==> src/hdl/assert_macros.svh <==
// ----------------------------------------------------------------------------
// assert_macros
// Assertion helpers for the RTL folder.
// Each macro expands to a labeled concurrent assertion in simulation and to
// nothing in synthesis.
// ----------------------------------------------------------------------------
`ifndef ASSERT_MACROS_SVH
`define ASSERT_MACROS_SVH

`ifndef SYNTHESIS

// Check a property on every rising clock edge outside reset
`define ASSERT_PROP(lbl, clk, rst_n, prop) \
    lbl: assert property (@(posedge clk) disable iff (!(rst_n)) (prop)) \
        else $error("assertion failed: lbl");

// Check that a condition never holds outside reset
`define ASSERT_NEVER(lbl, clk, rst_n, cond) \
    lbl: assert property (@(posedge clk) disable iff (!(rst_n)) !(cond)) \
        else $error("forbidden condition: lbl");

`else

`define ASSERT_PROP(lbl, clk, rst_n, prop)
`define ASSERT_NEVER(lbl, clk, rst_n, cond)

`endif

`endif

==> src/hdl/rspe_pkg.sv <==
// ----------------------------------------------------------------------------
// rspe_pkg
// Types, constants and GF(256) helpers for the Reed-Solomon parity encoder.
// ----------------------------------------------------------------------------
package rspe_pkg;

    // Field polynomial x^8+x^4+x^3+x^2+1, low byte only
    localparam logic [7:0] GF_POLY_LOW = 8'h1D;
    // Generator element alpha
    localparam logic [7:0] GF_ALPHA    = 8'h02;
    // Parity length after reset
    localparam logic [4:0] LEN_RESET   = 5'd10;

    typedef struct packed {
        logic [7:0] data_byte;
        logic       last_byte;
    } t_in;

    typedef struct packed {
        logic [7:0] parity_byte;
        logic       last_parity;
    } t_out;

    typedef enum logic [2:0] {
        ST_IDLE,
        ST_INIT,
        ST_BUILD,
        ST_PREP,
        ST_ENC,
        ST_OUT
    } t_state;

    // Multiply by alpha: one shift and a conditional reduction
    function automatic logic [7:0] gf_xtime(input logic [7:0] a);
        gf_xtime = {a[6:0], 1'b0} ^ (a[7] ? GF_POLY_LOW : 8'h00);
    endfunction

    // Full GF(256) product, MSB first shift-and-add
    function automatic logic [7:0] gf_mul(input logic [7:0] a, input logic [7:0] b);
        logic [7:0] acc;
        acc = 8'h00;
        for (int bit_i = 7; bit_i >= 0; bit_i--) begin
            acc = gf_xtime(acc);
            if (b[bit_i]) begin
                acc = acc ^ a;
            end
        end
        gf_mul = acc;
    endfunction

endpackage

==> src/hdl/rs_parity_encoder.sv <==
// Sequence: a data byte passes accept, feedback fetch and n multiply-accumulate
// steps on the one shared GF multiplier, n = effective parity length; no new byte
// is taken meanwhile. A byte marked last adds n readout steps, one parity byte per
// cycle unless stalled. A change of n adds a clear sweep and rebuild before the byte.
// Reset: synchronous, active low; length returns to 10 and the generator is rebuilt
// on the first byte, which also clears the remainder.
// ----------------------------------------------------------------------------
// rs_parity_encoder
// Systematic Reed-Solomon parity encoder over GF(256), field polynomial 0x11D.
// Generator coefficients and the remainder live in small register files that a sequencer
// sweeps one entry per cycle, held while the output stalls, through a single GF multiplier.
// ----------------------------------------------------------------------------
`include "assert_macros.svh"

module rs_parity_encoder #(
    parameter int MAX_PARITY = 30
) (
    input  logic              i_clk,
    input  logic              i_rst_n,
    // data bytes in
    input  logic              i_in_valid,
    output logic              o_in_stall,
    input  rspe_pkg::t_in     i_in,
    // parity bytes out
    output logic              o_out_valid,
    input  logic              i_out_stall,
    output rspe_pkg::t_out    o_out,
    // parity length register
    input  logic              i_cfg_valid,
    output logic              o_cfg_ready,
    input  logic [4:0]        i_cfg_data
);
    import rspe_pkg::*;

    localparam int IDX_W = (MAX_PARITY > 1) ? $clog2(MAX_PARITY) : 1;
    localparam int CNT_W = $clog2(MAX_PARITY + 1);
    localparam int LW    = (CNT_W > 5) ? CNT_W : 5;

    t_state            r_state, n_state;
    logic [4:0]        r_len;
    logic [CNT_W-1:0]  r_built, n_built;
    logic [IDX_W-1:0]  r_top, n_top;
    logic [IDX_W-1:0]  r_k, n_k;
    logic [IDX_W-1:0]  r_step, n_step;
    logic [7:0]        r_root, n_root;
    logic [7:0]        r_prev, n_prev;
    logic [7:0]        r_factor, n_factor;
    logic [7:0]        r_byte, n_byte;
    logic              r_last, n_last;
    logic              r_out_valid, n_out_valid;
    t_out              r_out, n_out;

    logic [7:0]        r_gen [MAX_PARITY];
    logic [7:0]        r_rem [MAX_PARITY];

    logic [LW-1:0]     w_len_wide;
    logic [CNT_W-1:0]  w_n_eff;
    logic [CNT_W-1:0]  w_cur_len;
    logic              w_in_acc;
    logic              w_k_top;
    logic              w_load;
    logic              w_out_take;
    logic [IDX_W-1:0]  w_rem_ridx;
    logic [7:0]        w_g_rd;
    logic [7:0]        w_rem_rd;
    logic [7:0]        w_mul_b;
    logic [7:0]        w_prod;
    logic              w_g_we;
    logic [7:0]        w_g_wdata;
    logic              w_rem_we;
    logic [7:0]        w_rem_wdata;

    // Configuration: always ready, length captured as written
    assign o_cfg_ready = 1'b1;

    always_ff @(posedge i_clk) begin
        if (!i_rst_n) begin
            r_len <= LEN_RESET;
        end else if (i_cfg_valid && o_cfg_ready) begin
            r_len <= i_cfg_data;
        end
    end

    // Effective length: zero reads as one, saturate at the storage depth
    always_comb begin
        w_len_wide = LW'(r_len);
        if (w_len_wide == '0) begin
            w_n_eff = CNT_W'(1);
        end else if (w_len_wide > LW'(MAX_PARITY)) begin
            w_n_eff = CNT_W'(MAX_PARITY);
        end else begin
            w_n_eff = CNT_W'(w_len_wide);
        end
    end

    assign w_cur_len  = CNT_W'(r_top) + CNT_W'(1);
    assign o_in_stall = (r_state != ST_IDLE);
    assign w_in_acc   = i_in_valid && !o_in_stall;
    assign w_k_top    = (r_k == r_top);
    assign w_out_take = r_out_valid && !i_out_stall;
    assign w_load     = (r_state == ST_OUT) && (!r_out_valid || !i_out_stall);

    // Register file reads: one address each, plus the fixed head of the remainder
    assign w_rem_ridx = ((r_state == ST_ENC) && !w_k_top) ? r_k + IDX_W'(1) : r_k;
    assign w_g_rd     = r_gen[r_k];
    assign w_rem_rd   = r_rem[w_rem_ridx];

    // Shared GF multiplier
    assign w_mul_b = (r_state == ST_BUILD) ? r_root : r_factor;
    assign w_prod  = gf_mul(w_g_rd, w_mul_b);

    // State and control registers
    always_ff @(posedge i_clk) begin
        if (!i_rst_n) begin
            r_state     <= ST_IDLE;
            r_built     <= '0;
            r_out_valid <= 1'b0;
            r_k         <= '0;
            r_step      <= '0;
            r_top       <= '0;
        end else begin
            r_state     <= n_state;
            r_built     <= n_built;
            r_out_valid <= n_out_valid;
            r_k         <= n_k;
            r_step      <= n_step;
            r_top       <= n_top;
        end
    end

    // Payload registers
    always_ff @(posedge i_clk) begin
        r_root   <= n_root;
        r_prev   <= n_prev;
        r_factor <= n_factor;
        r_byte   <= n_byte;
        r_last   <= n_last;
        r_out    <= n_out;
    end

    // Register file writes, one entry per cycle at the sweep index
    always_ff @(posedge i_clk) begin
        if (w_g_we) begin
            r_gen[r_k] <= w_g_wdata;
        end
        if (w_rem_we) begin
            r_rem[r_k] <= w_rem_wdata;
        end
    end

    // Sequencer: next state, sweep control and register file writes
    always_comb begin
        n_state     = r_state;
        n_built     = r_built;
        n_top       = r_top;
        n_k         = r_k;
        n_step      = r_step;
        n_root      = r_root;
        n_prev      = r_prev;
        n_factor    = r_factor;
        n_byte      = r_byte;
        n_last      = r_last;
        n_out       = r_out;
        n_out_valid = w_load || (r_out_valid && !w_out_take);
        w_g_we      = 1'b0;
        w_g_wdata   = 8'h00;
        w_rem_we    = 1'b0;
        w_rem_wdata = 8'h00;

        unique case (r_state)
            ST_IDLE: begin
                if (w_in_acc) begin
                    n_byte = i_in.data_byte;
                    n_last = i_in.last_byte;
                    n_top  = IDX_W'(w_n_eff - CNT_W'(1));
                    if (r_built != w_n_eff) begin
                        n_k     = IDX_W'(w_n_eff - CNT_W'(1));
                        n_state = ST_INIT;
                    end else begin
                        n_state = ST_PREP;
                    end
                end
            end

            // Clear sweep: remainder to zero, generator to the monic constant 1
            ST_INIT: begin
                w_g_we    = 1'b1;
                w_g_wdata = w_k_top ? 8'h01 : 8'h00;
                w_rem_we  = 1'b1;
                if (r_k == '0) begin
                    n_k     = r_top;
                    n_step  = '0;
                    n_root  = 8'h01;
                    n_prev  = 8'h00;
                    n_state = ST_BUILD;
                end else begin
                    n_k = r_k - IDX_W'(1);
                end
            end

            // Multiply the generator by (x - root), highest index first
            ST_BUILD: begin
                w_g_we    = 1'b1;
                w_g_wdata = w_prod ^ (w_k_top ? 8'h00 : r_prev);
                n_prev    = w_g_rd;
                if (r_k == '0) begin
                    if (r_step == r_top) begin
                        n_built = w_cur_len;
                        n_state = ST_PREP;
                    end else begin
                        n_step = r_step + IDX_W'(1);
                        n_root = gf_xtime(r_root);
                        n_k    = r_top;
                    end
                end else begin
                    n_k = r_k - IDX_W'(1);
                end
            end

            // Fetch the feedback byte
            ST_PREP: begin
                n_factor = r_byte ^ r_rem[0];
                n_k      = '0;
                n_state  = ST_ENC;
            end

            // Shift the remainder and add feedback times each coefficient
            ST_ENC: begin
                w_rem_we    = 1'b1;
                w_rem_wdata = (w_k_top ? 8'h00 : w_rem_rd) ^ w_prod;
                if (w_k_top) begin
                    n_k     = '0;
                    n_state = r_last ? ST_OUT : ST_IDLE;
                end else begin
                    n_k = r_k + IDX_W'(1);
                end
            end

            // Stream the remainder out and clear each entry behind it
            ST_OUT: begin
                if (w_load) begin
                    n_out.parity_byte = w_rem_rd;
                    n_out.last_parity = w_k_top;
                    w_rem_we          = 1'b1;
                    if (w_k_top) begin
                        n_k     = '0;
                        n_state = ST_IDLE;
                    end else begin
                        n_k = r_k + IDX_W'(1);
                    end
                end
            end

            default: begin
                n_state = ST_IDLE;
            end
        endcase
    end

    assign o_out_valid = r_out_valid;
    assign o_out       = r_out;

    // A length change must send the transaction through the rebuild
    `ASSERT_PROP(a_rebuild_on_change, i_clk, i_rst_n, (w_in_acc && (r_built != w_n_eff)) |=> (r_state == ST_INIT))
    // Encoding only runs against coefficients built for the current length
    `ASSERT_NEVER(a_enc_built_match, i_clk, i_rst_n, (r_state == ST_ENC) && (r_built != w_cur_len))
    // The output register only changes content while streaming parity
    `ASSERT_PROP(a_out_hold, i_clk, i_rst_n, (r_state != ST_OUT) |=> (!r_out_valid || $stable(r_out)))
    // The final parity byte ends the readout
    `ASSERT_PROP(a_last_ends_out, i_clk, i_rst_n, (w_load && w_k_top) |=> (r_state == ST_IDLE && r_out.last_parity))

endmodule
==> config.mk <==
export PLATFORM = sky130hd
export DESIGN_NAME = rs_parity_encoder
export DESIGN_NICKNAME = d
export VERILOG_FILES = /design/src/hdl/rspe_pkg.sv /design/src/hdl/rs_parity_encoder.sv
export VERILOG_INCLUDE_DIRS = /design/src /design/src/hdl
export SDC_FILE = /design/constraint.sdc
export NUM_CORES = 1
export LEC_CHECK = 0
export BUFFER_PORTS_ARGS = -buffer_cell sky130_fd_sc_hd__buf_2
export CAP_MARGIN = 20
export CORE_MARGIN = 4
export CORE_UTILIZATION = 55
export DETAILED_ROUTE_END_ITERATION = 7
export GPL_TIMING_DRIVEN = 0
export PLACE_DENSITY = 0.71
export RECOVER_POWER = 25
export SLEW_MARGIN = 20
export SYNTH_ARGS = -nofsm -noshare
export SYNTH_HDL_FRONTEND = slang
export SYNTH_SLANG_ARGS = --single-unit
==> constraint.sdc <==
create_clock -name i_clk -period 16.2 [get_ports i_clk]
set_input_delay 1.62 -clock i_clk [delete_from_list [all_inputs] [get_ports i_clk]]
set_output_delay 1.62 -clock i_clk [all_outputs]
set_load 0.02 [all_outputs]
# After elaboration in Yosys (flattened, before gate mapping)
# Memory sizes are Yosys's and may differ from the RTL's. A register that Yosys moved wholly into a read port is not among the register bits.
# Index checks and enable logic that the tools add are counted.
# word_totals
regBits	71
ram_bits	480
input_bits	19
out_inout_bits	12
word_cells	147
mem_count	2
# mem_list
name	depth	word_bits	read_ports	rd_ports_with_merged_regs	wr	line	text
r_gen	30	8	1	1	1	rs_parity_encoder.sv:53	logic [7:0] r_gen [MAX_PARITY];
r_rem	30	8	2	0	1	rs_parity_encoder.sv:54	logic [7:0] r_rem [MAX_PARITY];
# op_classes
addsub	5
n_lt_le_gt_ge	1
eq_ne	18
mux	62
bitwise_logic	18
reduce_logical	27
# ops
op	n
$mux W8	16
$mux W5	23
$xor A8 B8 Y8	10
$xor A8 B5 Y8	8
$pmux W8 S2	3
$pmux W5 S6	1
$mux W3	8
$pmux W3 S6	1
$add A5 B1 Y5 const B	3
$ne A2 B2 Y1 const B	7
$eq A5 B5 Y1	2
$logic_not A5 Y1	2
$pmux W5 S2	1
$sub A5 B1 Y5 const B	2
$mux W1	7
$reduce_and A7 Y1	1
$eq A3 B2 Y1 const B	2
$eq A3 B3 Y1 const B	2
$reduce_and A2 Y1	3
$reduce_bool A6 Y1	1
$gt A5 B5 Y1 const B	1
$logic_and A1 B1 Y1	5
$logic_not A1 Y1	5
$ne A5 B5 Y1	1
other kinds (13)	16

# Logic depth before layout (Yosys ltp)
# logic_depth
word_depth	33
ltp_mapped	16
depth_no_buf	11

# Least setup slack after synthesis
# OpenSTA, ideal clock, no wires.
# synth_path
kind	register to register
from	reg (tool-made name)
to	mem r_gen[0][0], data pin
setup_time_ns	0.591
arrival_time_ns	4.995
t_required_ns	15.609
slack_ns	10.614
stages_incl_launch_ff	15
n_path_buf	5
cell_sequence	dfxtp_1 > buf_6 > buf_12 > buf_6 > buf_2 > mux2_2 > o211ai_1 > nand4_1 > buf_2 > or4b_1 > o211ai_1 > xor2_1 > xnor2_2 > xnor2_2 > o311ai_0
# synth_lines
element	line
to (decl)	rs_parity_encoder.sv:53

==> run metrics <==
run status complete, but fails checks; violations in the final reports max-capacitance violations, max-slew violations; post-synthesis share of cell area spent on and, or, nand and nor gates under 10%; clock transition at the registers of the reported paths approximately 0.070 ns; share of Yosys cell area claimed by the top area cell type roughly three fifths; compound-cell area share of the yosys netlist 4.18%; count of cell types in the netlist 67; total gr overflow 0; arrival time reported for the critical path endpoint slightly above 8 ns; final worst clock skew about 0.042 ns; FILL cells 3,454; post-route fraction of the period consumed by the critical path between 40% and 50%; critical path's largest stage delay about 1.4 ns; First-pass DRT Iterations 5; unrepaired setup endpoints after global routing no; clock tree from TritonCTS yes; number of standard cells in the layout, taps in and fillers out ~2,500; Total Die Area about 51,000 um2; Avg Cell Area, Syn 15.0 um2; core area about 47,000 um2; global routing usage summed across all routing layers a little over a quarter; drt drc 0; number of warnings printed during yosys synthesis 0; Critical Path Fanout Max 30; topmost layer with routed signal wires met4; main combinational cell family by area after synthesis multiplexers; cell count after synthesis ~1,700; vias in the first global route 15,800; Top Family by Delay on Critical Path buffers and inverters; library cell occupying the most area in the post-synthesis netlist edfxtp_1; Post CTS Setup Buffer Count 0; TNS Setup 0 ns; Worst Max-Slew Pin Slew 1.75 ns; normalized max-slew margin -17.8%; global-route wire length before repair 102 mm; Hold Violations, Final 0; violation count after the first detailed-route iteration ~1,700; total half-perimeter wirelength after legalization and detailed placement roughly 47 mm; crit end category flip-flop; Detail Route met2 WL 33.5 mm; quantity of gates resized following cts 0; M1 WL ~27 mm; initial antenna violation count 0; combined area of the multi-input logic cells just over 9000 um2; mux share of post-synthesis cell area about 19%; Top FF cell, synth edfxtp_1; post-synthesis xor/xnor area fraction approximately 4.7%; row count 79; syn_nets 1,769; detailed-routed wire length on met3 5.65 mm; number of flops mapped to enable cells by yosys 522; x dimension of the die roughly 230 um; share of synthesized area occupied by flip-flops and latches between 60% and 70%; final estimated routing congestion in global placement 0.921; element type at the critical path start flip-flop; CTS Buf Count 56; DR vias/cell around 6.3; buffer cell driving the clock tree root clkbuf_16; number of sinks on the clock net roughly 560; HP Class flip-flop to flip-flop; leading cell types by total area after synthesis edfxtp_1, mux2i_1, mux4_2, dfxtp_1, nand2_1; buffers from clock root to sink, at most 3; ports placed on the boundary 31; net total in the final layout approximately 1,900; final setup vio count 0; highest attainable clock frequency 126 MHz; diode insertion count for antenna repair 0; cell seen most often among critical-path stages clkbuf_1; Cells after DPL 2,391; initial core utilization between 50% and 60%; area growth from synthesis to final layout 11.5%; data required time of the worst path between 15 and 20 ns; crit-path cells clkbuf_1 -> clkbuf_1 -> clkbuf_1 -> clkbuf_1 -> mux4_2 -> o21ai_0 -> xnor2_2 -> nor4b_1 -> a211oi_2 -> xnor2_2 -> xnor3_1 -> xor2_1 -> nor2_4; Synth Area in Adders less than 1%; post-synthesis instance area 26,200 um2; level count of the clock H-tree 2; clock latency of the later-clocked register in the worst-skew pair between 0.6 and 0.7 ns; register bit count reported by yosys around 560; async set or reset register ratio after synthesis 0%; count of hold buffers inserted by post-cts repair 0; register area approximately 16,000 um2; Final Slew Violations 10; antenna violation net count after detailed routing 0; max cap viols 1; worst-path cell with the longest stage delay o21ai_0; pin count of the biggest net entering global routing 31; Routed WL about 69 mm; fraction of final layout cells with drive strength greater than 1 between 10% and 20%; Routed wire per std cell between 20 and 30 um; crit path time final around 7.9 ns; via total after detailed routing around 16,000; Chip Height between 200 and 250 um; count of buffers inserted at the top-level ports 28; critical path start-end classification flip-flop to flip-flop; Buf+Inv Stages, Crit Path 4
==> registers in the layout (all words and copies together), names as in the netlist, 8 cells and up, named ones only <==
name / count
r_byte: 8
r_prev: 8
r_root: 8
o_out: 9
r_gen: 240
r_factor: 8
r_rem: 240
==> area by class of cell <==
type	instances	area share, %
sequential	556	56.1
multi-input combinational	1071	32.0
clock buffer	71	5.10
tap	607	2.60
buffer	102	1.60
clock inverter	34	1.51
timing repair buffer	42	0.939
inverter	13	0.167
==> worst min-delay path: cells and delay by family, from the launching register on <==
kind | cells | cell delay [ns]
flops | 1 | 0.32
simple gates | 1 | 0.10
compound gates | 1 | 0.05
==> layer usage <==
metal,global-route usage [%],vias to the layer above
met5,0,-
met4,9.54,0
met3,5.16,169
met2,45.2,755
met1,36.2,7977
li1,-,6880
==> kinds of logic (layout without fill, tap and decap cells) <==
kind of cell | Yosys count | in the layout
buf+inv | 115 | 262
compound gates | 150 | 150
mux | 385 | 385
xor+xnor | 120 | 120
flops | 556 | 556
other cells | 1 | 1
simple gates | 407 | 407
fa+ha+maj | 8 | 8
==> cells in the mapped netlist (3+ instances only) <==
cell type / n
a221oi_1: 4
mux4_2: 92
mux2_2: 24
buf_6: 3
nor2b_1: 22
nand2_1: 156
mux2i_1: 269
nand2b_1: 11
dfxtp_1: 34
a211o_1: 4
and2_1: 16
nand4_1: 6
a21o_1: 5
nand3_1: 22
xor2_1: 42
or2_2: 3
o211ai_1: 11
and3_1: 4
a211oi_1: 35
nor3_1: 16
xnor2_2: 3
o311ai_0: 5
o21ai_0: 13
nor2_1: 134
a32oi_1: 10
o22ai_1: 6
buf_4: 5
a21oi_1: 26
buf_1: 14
or3b_2: 3
buf_2: 15
or3_1: 3
a22oi_1: 10
inv_1: 13
xnor2_1: 64
ha_1: 8
xnor3_1: 9
clkbuf_1: 63
edfxtp_1: 522
==> per-stage QoR <==
stage / hold WS, ns / util, % / area, um2 / setup slack, ns
finish: 0.516 / 62.4 / 29200 / 8.28
CTS: 0.514 / 62.5 / 29200 / 9.12
floorplan: 0.476 / - / 26200 / 10.61
detailed placement: 0.505 / 58.4 / 27300 / 9.18
global route: 0.537 / 62.4 / 29200 / 7.93
global placement: 0.492 / 57.9 / 27100 / 7.42
==> placed cells by master (no fill, tap or decap), drive strengths merged, types with 3 or more instances in the layout <==
cell    netlist  layout
a22oi        10      10
mux2         24      24
nor2b        22      22
nand2       156     156
o211ai       11      11
o22ai         6       6
xor2         42      42
nand3        23      23
nor3         16      16
bufinv        0       8
mux4         92      92
a221oi        4       4
buf          39      61
and3          4       4
dfxtp        34      34
o21ai        14      14
xnor3        10      10
clkbuf       63     154
edfxtp      522     522
a211o         4       4
nor2        134     134
inv          13      13
o311ai        5       5
nand2b       11      11
a211oi       37      37
ha            8       8
clkinv        0      25
a32oi        10      10
a21o          5       5
or2           3       3
a21oi        26      26
xnor2        67      67
or3b          3       3
or3           3       3
mux2i       269     269
nand4         6       6
and2         16      16
==> final timing paths <==
kind | from | to | slack (ns) | cells past startpoint
setup / recovery | flip-flop | r_gen[21][4] | 8.28 | 13
hold / removal | r_built[2] | r_built[2] | 0.52 | 2
setup reg to reg | flip-flop | r_gen[21][4] | 8.28 | 13
hold reg to reg | r_built[2] | r_built[2] | 0.52 | 2
Power is left out: the tool's default activity adds up to more than one toggle a clock period on the data nets, which glitch-free logic cannot reach.
